### config.mk
export PLATFORM = sky130hd
export DESIGN_NAME = job_dependency_scheduler
export DESIGN_NICKNAME = d
export VERILOG_FILES = /design/src/design/jds_pkg.sv /design/src/design/jds_ram.sv /design/src/design/job_dependency_scheduler.sv
export SDC_FILE = /design/constraint.sdc
export NUM_CORES = 2
export LEC_CHECK = 0
export BUFFER_PORTS_ARGS = -buffer_cell sky130_fd_sc_hd__buf_2
export CAP_MARGIN = 20
export CORE_ASPECT_RATIO = 0.7
export CORE_MARGIN = 8
export CORE_UTILIZATION = 50
export DETAILED_ROUTE_END_ITERATION = 16
export GPL_TIMING_DRIVEN = 0
export HOLD_SLACK_MARGIN = 0.05
export PLACE_DENSITY = 0.68
export SLEW_MARGIN = 25
export SYNTH_ARGS = -nofsm -noshare
export SYNTH_HDL_FRONTEND = slang
export SYNTH_SLANG_ARGS = --single-unit
export TNS_END_PERCENT = 1
### constraint.sdc
create_clock -name clk_i -period 4.2 [get_ports clk_i]
set_input_delay 0.21 -clock clk_i [delete_from_list [all_inputs] [get_ports clk_i]]
set_output_delay 0.21 -clock clk_i [all_outputs]
set_load 0.05 [all_outputs]
### src/design/jds_pkg.sv
`default_nettype none
// ----------------------------------------------------------------------------
// jds_pkg
// Shared types and constants for the job dependency scheduler.
// ----------------------------------------------------------------------------
package jds_pkg;

  localparam int MaxJobs = 32;
  localparam int JobW    = (MaxJobs > 1) ? $clog2(MaxJobs) : 1;
  localparam int CntW    = $clog2(MaxJobs + 1);
  localparam int WordW   = MaxJobs + CntW;

  localparam int FieldW  = 5;
  localparam int CfgW    = 6;
  localparam int PaddrW  = 3;
  localparam int PdataW  = 32;

  localparam logic RegJobCount = 1'b0;

  typedef enum logic [1:0] {
    ModeAdd      = 2'd0,
    ModeComplete = 2'd1,
    ModeQuery    = 2'd2,
    ModeClear    = 2'd3
  } jds_mode_e;

  typedef enum logic [2:0] {
    StIdle,
    StExec,
    StScanRd,
    StScanChk,
    StDone
  } jds_state_e;

endpackage
`default_nettype wire

### src/design/jds_ram.sv
`default_nettype none
// ----------------------------------------------------------------------------
// jds_ram
// Generic single write port, single read port RAM with registered read.
// ----------------------------------------------------------------------------
module jds_ram #(
  parameter int Width = 8,
  parameter int Depth = 32
) (
  input  wire logic                                     clk_i,
  input  wire logic                                     we_i,
  input  wire logic [((Depth > 1) ? $clog2(Depth) : 1)-1:0] waddr_i,
  input  wire logic [Width-1:0]                         wdata_i,
  input  wire logic [((Depth > 1) ? $clog2(Depth) : 1)-1:0] raddr_i,
  output logic      [Width-1:0]                         rdata_o
);

  logic [Width-1:0] mem_q [Depth];

  always_ff @(posedge clk_i) begin
    if (we_i) begin
      mem_q[waddr_i] <= wdata_i;
    end
    rdata_o <= mem_q[raddr_i];
  end

endmodule
`default_nettype wire

### src/design/job_dependency_scheduler.sv
`default_nettype none
// ----------------------------------------------------------------------------
// job_dependency_scheduler
// Dependency matrix, per-job add counts and done marks; each word adds a
// dependency, completes a job, queries or clears, then reports the lowest
// runnable job and an all-done flag.
// ----------------------------------------------------------------------------
//  channel  handshake              payload
//  in       in_valid_i/in_ready_o  mode_i, job_i, dep_i
//  out      out_valid_o/out_ready_i status_o, next_found_o, next_job_o,
//                                  all_done_o
//  cfg      apb psel/penable/...   job_count at byte address 0
//
//  the readiness scan visits at most job_count jobs; the next word can be taken
//  in the cycle the result turns valid; the scan reads one matrix row per
//  read and check state pair through the single ram read port
//  no clearing pass: per-row valid flops reset at once and on clear mode
//  in_ready_o is high only when idle; a held result does not block accept
// ----------------------------------------------------------------------------
module job_dependency_scheduler (
  input  wire logic                        clk_i,
  input  wire logic                        rst_ni,
  input  wire logic                        in_valid_i,
  output logic                             in_ready_o,
  input  wire logic [1:0]                  mode_i,
  input  wire logic [jds_pkg::FieldW-1:0]  job_i,
  input  wire logic [jds_pkg::FieldW-1:0]  dep_i,
  output logic                             out_valid_o,
  input  wire logic                        out_ready_i,
  output logic                             status_o,
  output logic                             next_found_o,
  output logic [jds_pkg::FieldW-1:0]       next_job_o,
  output logic                             all_done_o,
  input  wire logic                        psel,
  input  wire logic                        penable,
  input  wire logic                        pwrite,
  input  wire logic [jds_pkg::PaddrW-1:0]  paddr,
  input  wire logic [jds_pkg::PdataW-1:0]  pwdata,
  output logic [jds_pkg::PdataW-1:0]       prdata,
  output logic                             pready
);
  import jds_pkg::*;

  jds_state_e            state_q, state_d;
  jds_mode_e             mode_q;
  logic [FieldW-1:0]     job_q, dep_q;
  logic [CfgW-1:0]       job_count_q;
  logic [CfgW-1:0]       n_act;
  logic [JobW-1:0]       scan_q, scan_d;
  logic [MaxJobs-1:0]    valid_q, valid_d;
  logic [MaxJobs-1:0]    done_q, done_d;
  logic                  status_q, status_d;
  logic                  found_q, found_d;
  logic [FieldW-1:0]     next_q, next_d;
  logic                  out_valid_q, out_valid_d;
  logic                  out_status_q, out_found_q, out_all_done_q;
  logic [FieldW-1:0]     out_next_q;
  logic                  out_load;

  logic                  ram_we;
  logic [JobW-1:0]       ram_raddr;
  logic [WordW-1:0]      ram_rdata;
  logic [WordW-1:0]      ram_wdata;

  logic [JobW-1:0]       job_idx, dep_idx, row_idx;
  logic [MaxJobs-1:0]    rd_row, row_new, act_mask;
  logic [CntW-1:0]       rd_cnt, cnt_new;
  logic                  job_bad, dep_bad, cnt_full, job_ready, scan_last, all_done_now;

  // config port
  assign pready = 1'b1;
  assign prdata = (paddr[2] == RegJobCount) ? PdataW'(job_count_q) : '0;

  always_ff @(posedge clk_i or negedge rst_ni) begin
    if (!rst_ni) begin
      job_count_q <= '0;
    end else if (psel && penable && pwrite && pready && (paddr[2] == RegJobCount)) begin
      job_count_q <= pwdata[CfgW-1:0];
    end
  end

  assign n_act = (32'(job_count_q) > 32'(MaxJobs)) ? '0 : job_count_q;

  always_comb begin
    for (int i = 0; i < MaxJobs; i++) begin
      act_mask[i] = (32'(i) < 32'(n_act));
    end
  end
  assign all_done_now = &(done_q | ~act_mask);

  // shared row check unit
  assign job_idx  = JobW'(job_q);
  assign dep_idx  = JobW'(dep_q);
  assign row_idx  = (state_q == StExec) ? job_idx : scan_q;
  assign rd_row   = valid_q[row_idx] ? ram_rdata[MaxJobs-1:0] : '0;
  assign rd_cnt   = valid_q[row_idx] ? ram_rdata[WordW-1:MaxJobs] : '0;
  assign job_bad  = (CfgW'(job_q) >= n_act);
  assign dep_bad  = (CfgW'(dep_q) >= n_act);
  assign cnt_full = (32'(rd_cnt) >= 32'(MaxJobs));
  assign cnt_new  = rd_cnt + CntW'(1);
  assign job_ready = !done_q[scan_q] && ((rd_row & ~done_q) == '0);
  assign scan_last = ((32'(scan_q) + 32'd1) >= 32'(n_act));

  always_comb begin
    row_new          = rd_row;
    row_new[dep_idx] = 1'b1;
  end
  assign ram_wdata = {cnt_new, row_new};

  jds_ram #(
    .Width (WordW),
    .Depth (MaxJobs)
  ) u_matrix (
    .clk_i   (clk_i),
    .we_i    (ram_we),
    .waddr_i (job_idx),
    .wdata_i (ram_wdata),
    .raddr_i (ram_raddr),
    .rdata_o (ram_rdata)
  );

  always_comb begin
    state_d     = state_q;
    scan_d      = scan_q;
    valid_d     = valid_q;
    done_d      = done_q;
    status_d    = status_q;
    found_d     = found_q;
    next_d      = next_q;
    out_valid_d = out_valid_q;
    out_load    = 1'b0;
    ram_we      = 1'b0;
    ram_raddr   = scan_q;
    in_ready_o  = 1'b0;
    if (out_valid_q && out_ready_i) begin
      out_valid_d = 1'b0;
    end
    unique case (state_q)
      StIdle: begin
        in_ready_o = 1'b1;
        ram_raddr  = JobW'(job_i);
        if (in_valid_i) begin
          status_d = 1'b0;
          found_d  = 1'b0;
          next_d   = '0;
          scan_d   = '0;
          state_d  = StExec;
        end
      end
      StExec: begin
        unique case (mode_q)
          ModeAdd: begin
            if (job_bad || dep_bad || cnt_full) begin
              status_d = 1'b1;
            end else begin
              ram_we           = 1'b1;
              valid_d[job_idx] = 1'b1;
            end
          end
          ModeComplete: begin
            if (job_bad) begin
              status_d = 1'b1;
            end else begin
              done_d[job_idx] = 1'b1;
            end
          end
          ModeQuery: begin
          end
          ModeClear: begin
            valid_d = '0;
            done_d  = '0;
          end
          default: begin
          end
        endcase
        state_d = (n_act == '0) ? StDone : StScanRd;
      end
      StScanRd: begin
        state_d = StScanChk;
      end
      StScanChk: begin
        if (job_ready) begin
          found_d = 1'b1;
          next_d  = FieldW'(scan_q);
          state_d = StDone;
        end else if (scan_last) begin
          state_d = StDone;
        end else begin
          scan_d  = scan_q + JobW'(1);
          state_d = StScanRd;
        end
      end
      StDone: begin
        if (!out_valid_q || out_ready_i) begin
          out_load    = 1'b1;
          out_valid_d = 1'b1;
          state_d     = StIdle;
        end
      end
      default: begin
        state_d = StIdle;
      end
    endcase
  end

  always_ff @(posedge clk_i or negedge rst_ni) begin
    if (!rst_ni) begin
      state_q     <= StIdle;
      valid_q     <= '0;
      done_q      <= '0;
      out_valid_q <= 1'b0;
    end else begin
      state_q     <= state_d;
      valid_q     <= valid_d;
      done_q      <= done_d;
      out_valid_q <= out_valid_d;
    end
  end

  always_ff @(posedge clk_i) begin
    if (in_ready_o && in_valid_i) begin
      mode_q <= jds_mode_e'(mode_i);
      job_q  <= job_i;
      dep_q  <= dep_i;
    end
    scan_q   <= scan_d;
    status_q <= status_d;
    found_q  <= found_d;
    next_q   <= next_d;
    if (out_load) begin
      out_status_q   <= status_q;
      out_found_q    <= found_q;
      out_next_q     <= next_q;
      out_all_done_q <= all_done_now;
    end
  end

  assign out_valid_o  = out_valid_q;
  assign status_o     = out_status_q;
  assign next_found_o = out_found_q;
  assign next_job_o   = out_next_q;
  assign all_done_o   = out_all_done_q;

`ifndef NO_ASSERTIONS
  a_done_excludes_found: assert property (@(posedge clk_i) disable iff (!rst_ni)
    (state_q == StDone) && all_done_now |-> !found_q)
    else $error("runnable job reported while all jobs done");

  a_found_in_range: assert property (@(posedge clk_i) disable iff (!rst_ni)
    (state_q == StDone) && found_q |-> (CfgW'(next_q) < n_act))
    else $error("next job outside active range");

  a_clear_wipes: assert property (@(posedge clk_i) disable iff (!rst_ni)
    (state_q == StExec) && (mode_q == ModeClear) |=> (valid_q == '0) && (done_q == '0))
    else $error("clear left stored state behind");

  a_busy_not_ready: assert property (@(posedge clk_i) disable iff (!rst_ni)
    in_ready_o && in_valid_i |=> !in_ready_o ##1 !in_ready_o)
    else $error("new word taken during scan");
`endif

endmodule
`default_nettype wire

Word level (Yosys, flattened, before mapping)
Memory sizes are Yosys's and may differ from the RTL's. A register that Yosys moved wholly into a read port is not among the register bits.
Index checks and enable logic that the tools add are counted.

word-level totals
  RAM bits = 1216
  output and inout port bits = 43
  register bits = 106
  memories = 1

memories
  memory          words  width  read ports  clocked after memory_dff  wr ports  line           source
  u_matrix.mem_q  32     38     1           1                         1         jds_ram.sv:18  logic [Width-1:0] mem_q [Depth];

operators by class
  $add $sub $neg = 3
  muxes and demuxes = 48
  magnitude comparators = 43
  reductions and logical operators = 28
  eq/ne operators = 16
  bitwise logic cells = 8

operators with widths
  kind                count
  $or 32x32->32       4
  $pmux 32 s2         2
  $lt 5x6->1 const A  16
  $mux 32             3
  $not 32->32         2
  $lt 4x6->1 const A  8
  $and 32x32->32      1
  $logic_not 32->1    1
  $reduce_and 32->1   1
  $mux 5              6
  $lt 3x6->1 const A  4
  $lt 5x6->1 const B  4
  $pmux 5 s2          2
  $mux 1              19
  $mux 6              3
  $mux 3              5
  $pmux 3 s5          1
  $ne 2x2->1 const B  7
  $ge 5x6->1          2
  $lt 1x6->1 const A  2
  $lt 2x6->1 const A  2
  $bmux 1 s5          2
  $demux 1 s5         2
  $ge 5x1->1 const B  2
  26 further kinds    45

Longest topological paths before layout
  depth after elaboration = 12
  depth in mapped cells = 15
  gate-level depth less buffers = 11

Modules after synthesis
Synthesis repeated with hierarchy kept, for this count alone.

unflattened totals
  cell total of the unflattened synthesis = 3393
  area total of the unflattened synthesis = 54961.5 um2

by module, submodules not included
  module                    instances  area each (um2)  seq. area each (um2)  cells each
  jds_ram                   1          48161.2          37275.8               2675
  job_dependency_scheduler  1          6800.3           2812.7                718

Worst setup path before layout
Ideal clock, no wire load.

  path type = reg-to-reg
  start point = register state_q[1]
  end point = memory u_matrix.mem_q[0][16] (netlist name) (data pin)
  required time = 3746 ps
  path buffers = 5
  arrival = 3486 ps
  stages on the path, launching flop included = 13
  setup slack = 260 ps
  cell sequence = dfrtp_1 buf_6 or3b_1 buf_2 inv_2 buf_6 buf_6 mux2i_1 o221ai_1 nand3_1 o2111ai_4 clkbuf_1 o21ai_0

between the ends
  cells in the longest elaborated chain, start to end = 6

ends and longest elaborated chain
  what                            line                             source
  start: declaration              job_dependency_scheduler.sv:44   jds_state_e state_q, state_d;
  start signal: assignment        job_dependency_scheduler.sv:208  state_q <= StIdle;
  start signal: assignment        job_dependency_scheduler.sv:213  state_q <= state_d;
  $eq 3x1->1                      job_dependency_scheduler.sv:94   assign row_idx = (state_q == StExec) ? job_idx : scan_q;
  $mux 5                          job_dependency_scheduler.sv:94
  $bmux 1 s5                      job_dependency_scheduler.sv:95   assign rd_row = valid_q[row_idx] ? ram_rdata[MaxJobs-1:0] : '0;
  $mux 1 (implied by the code)    job_dependency_scheduler.sv:95
  $mux 32                         job_dependency_scheduler.sv:95
  $or 32x32->32 (no source line)  n/a
  net row_new[16]                 job_dependency_scheduler.sv:66   logic [MaxJobs-1:0] rd_row, row_new, act_mask;
  end: declaration                jds_ram.sv:18

The timed path passes the listed nets, and every way through them passes these cells. The select of a mux whose other input is x is not followed.

Worst setup path in the final report
  start point = register state_q[2]
  end point = register u_matrix.rdata_o[9] (read register of u_matrix.mem_q)

between the ends
  cells in the longest elaborated chain, start to end = 2

ends and longest elaborated chain
  what              line                             source
  $logic_not 3->1   job_dependency_scheduler.sv:138  unique case (state_q)
  $mux 5            job_dependency_scheduler.sv:138
  end: declaration  jds_ram.sv:15                    output logic [Width-1:0] rdata_o

No other way between the ends.
A chain may end at the register's enable or synchronous reset.

==> metrics.md <==
| Metric | Value |
|---|---|
| Status | finished with violations |
| Violated checks | negative setup slack |
| Maximum VDD drop | 0.0006052 V |
| Hold Crit Depth | 2 |
| Worst Skew | 0.03180 ns |
| Clk_lat worst skew | 0.75 ns |
| Vias in the first global route | 36300 |
| Post-synth EDFFs | 1248 |
| Drc violations | 0 |
| Share of the synthesized area in the top cell type | 66.99% |
| Post-synthesis sequential area ratio | 71.66% |
| Nets | 4800 |
| Grt ovf | 0 |
| FF-to-FF path depth | 9 |
| TritonCTS clock tree | yes |
| Final setup viols | 388 |
| Hold Path Origin | dep_i[1] |
| Endpoint class of the critical path | flop |
| Final antenna-violating net count | 0 |
| Fin. Hold Viols | 0 |
| Most numerous cell in the Yosys netlist | edfxtp_1 |
| Pleak | 23.17 nW |
| Layout cell share with drive strength beyond 1 | 12.60% |
| Final std cells w/o fill | 6291 |
| Die Span X | 415.8 µm |
| Post-synth ARST share | 5.441% |
| Max Fclk | 223.3 MHz |
| Cell Area, Synth | 55940 µm² |
| Final WL | 186.9 mm |
| Reg-to-reg setup timing slack | -0.28 ns |
| Syn Inst Count | 4426 |
| Row count | 102 |
| Total track usage | 29.40% |
| DP Wirelength | 133.6 mm |
| TritonRoute pass-1 iters | 6 |
| Rel. slew slack | 23.92% |
| Initial antenna violation count | 7 |
| Distinct cells, synth | 70 |
| CTS max path bufs | 3 |
| Number of buffers created by CTS | 121 |
| Most common library cells after synthesis | edfxtp_1, nand2_1, nand3_1, clkbuf_1, a311oi_1 |
| Cell taking the most area after synthesis | edfxtp_1 |
| FF-to-FF End | u_matrix.rdata_o[9] |
| Routed len/inst | 29.71 µm |
| Startpoint Class | flop |
| Worst R2R Start | state_q[2] |
| Maxcap violations | 0 |
| CP max FO | 10 |
| Initial cell density of the core | 50.50% |
| Hold EP | dep_idx[1] |
| Main synth FF type | edfxtp_1 |
| Placed Cells | 6033 |
| I/O pins | 97 |
| Max-slew violations | 0 |
| Global-route wire length before repair | 261.9 mm |
| Worst path max stage delay | 0.72 ns |
| Crit Path Category | flop to flop |
| Flops & latches, synth | 1360 |
| DRT iter0 DRCs | 6458 |
| Die H | 295.9 µm |
| Fillers | 8591 |
| Total core area | 110800 µm² |
| CTS Sinks | 1360 |
| Hold WC Path Type | input pin to flop |
| Tcrit/Tclk final | 106.6% |
| CP Cell Sequence | buf_2 > nor3_4 > mux2i_1 > clkbuf_2 > clkbuf_1 > a311oi_1 > a311oi_2 > a31oi_1 > a21o_1 |
| Worst setup margin | -0.2782 ns |
| H-tree Lvls | 3 |
| Pin slew with the least headroom to its limit | 1.141 ns |
| Largest net degree at the start of global routing | 41 |
| CTS root buf | clkbuf_16 |
| Layout area overhead | 17.35% |
| Req. time, crit path | 4.84 ns |
| Die area | 123000 µm² |
| Arrival time at the worst endpoint | 5.12 ns |
| Via count | 39950 |
| Slowest cell on crit path | a311oi_2 |
| RSZ-0062 raised after global routing | yes |
| Fin crit period | 4.478 ns |
| Yosys warns | 0 |
| Final core occ | 59.26% |
| PortBufs | 41 |
| Gpl congestion | 1.079 |
| Mean Syn Cell Area | 12.64 µm² |
| Power per cell area | 828.3 nW/µm² |
| Register clock-pin slew on the reported worst setup and hold paths | 0.07 ns |
| Place WS | -0.5021 ns |
| Most area-consuming cells after synthesis | edfxtp_1, nand2_1, nand3_1 |
| Routed vias/inst | 6.350 |
==> routing by layer <==
layer | wire, µm | track usage (%) | part of all wire, % | vias to the layer above
met5 | 158 | 0.7701 | 0.085 | -
met4 | 6140 | 8.679 | 3.3 | 8
li1 | - | - | - | 17000
met2 | 70570 | 37.07 | 38 | 2931
met3 | 34830 | 14.76 | 19 | 324
met1 | 75220 | 43.77 | 40 | 19690
==> area by class of cell <==
class	count	area, µm²	area share, %
antenna	2	5.005	0.007624
buffer	340	1544	2.352
clock buffer	155	3228	4.917
clock inverter	73	630.6	0.9606
inverter	110	504.2	0.7681
multi-input combinational	2639	15210	23.17
sequential	1360	40090	61.07
tap	1456	1822	2.775
timing repair buffer	156	2611	3.978
==> cells by family (layout without fill, tap and decap cells) <==
kind of cell | count (synthesis) | count (layout) | share of synthesized area (%)
buf+inv | 452 | 834 | 3.411
xor+xnor | 7 | 7 | 0.1096
flops | 1360 | 1360 | 71.66
mux | 52 | 52 | 1.176
compound gates | 576 | 576 | 7.824
fa+ha+maj | 18 | 18 | 0.4026
other cells | 2 | 29 | 0.01343
simple gates | 1959 | 1959 | 15.40
==> placed cells by master, fill, tap and decap left out, types with 18 or more instances in the layout <==
master / count
nand2_1: 1105
clkbuf_1: 230
clkbuf_16: 123
a21o_1: 48
buf_16: 59
clkbuf_2: 35
buf_1: 25
clkinv_2: 30
edfxtp_1: 1248
a311oi_4: 19
dlygate4sd3_1: 28
a311oi_2: 44
clkinv_1: 25
inv_1: 74
a311oi_1: 128
nor2_1: 52
o21a_1: 37
dfxtp_1: 38
mux2i_1: 27
o2111ai_1: 25
conb_1: 27
buf_4: 28
a31oi_1: 36
a211oi_1: 78
and3_1: 83
dfrtp_1: 74
nand3_1: 626
buf_2: 81
a21oi_1: 48
buf_12: 18
==> what timing repair did <==
item	CTS	global route
endpoints found under the setup margin	965	997
hold buffers	29	0
buffers inserted	0	0
hold endpoints to repair	101	0
pin swaps	0	1
gates resized for setup	84	87
==> power breakdown <==
group	switching, mW	internal (mW)
Sequential	0.348	17.8
Clock	5.03	5.98
Combinational	18.5	6.65
==> critical path: cells and delay by family (launching register included) <==
kind                   cells  cell delay (ns)
AND/OR/NAND/NOR            1             0.49
AO/OA/AOI/OAI              4             1.50
flip-flops                 1             0.44
buffers and inverters      3             1.31
multiplexers               1             0.60
==> per-stage QoR <==
step | power, mW | hold slack, ns | TNS, ns | cell area [µm²]
finish | 54.37 | 0.1736 | -36.92 | 65650
CTS | 52.68 | 0.1511 | -0.03620 | 65300
detailed placement | 41.44 | 0.2103 | -117.28 | 60730
global route | 55.56 | 0.1895 | -23.10 | 65640
global placement | 38.84 | 0.3872 | -4110.67 | 58060
floorplan | 29.08 | -0.08559 | 0 | 56030
==> flip-flops by register name (all words and copies together) (netlist names), 2 cells and up <==
signal,cells
mode_q,2
dep_idx,5
u_matrix.mem_q,1216
job_count_q,6
next_q,5
done_q,32
job_idx,5
next_job_o,5
valid_q,32
u_matrix.rdata_o,38
state_q,3
scan_q,5
==> how the worst max path moves through the flow <==
stage / end / slack (ns) / from / cells after the start
4_1_cts: u_matrix.rdata_o[25] / -0.02 / state_q[1] / 10
3_5_place_dp: u_matrix.rdata_o[30] / -0.50 / state_q[2] / 11
5_1_grt: u_matrix.rdata_o[17] / -0.18 / state_q[1] / 10
2_1_floorplan: u_matrix.mem_q[0][16] / 0.26 / state_q[1] / 12
6_report: u_matrix.rdata_o[9] / -0.28 / state_q[2] / 9
3_3_place_gp: u_matrix.mem_q[29][11] / -4.46 / job_idx[1] / 8
(Power assumes the default switching activity.)
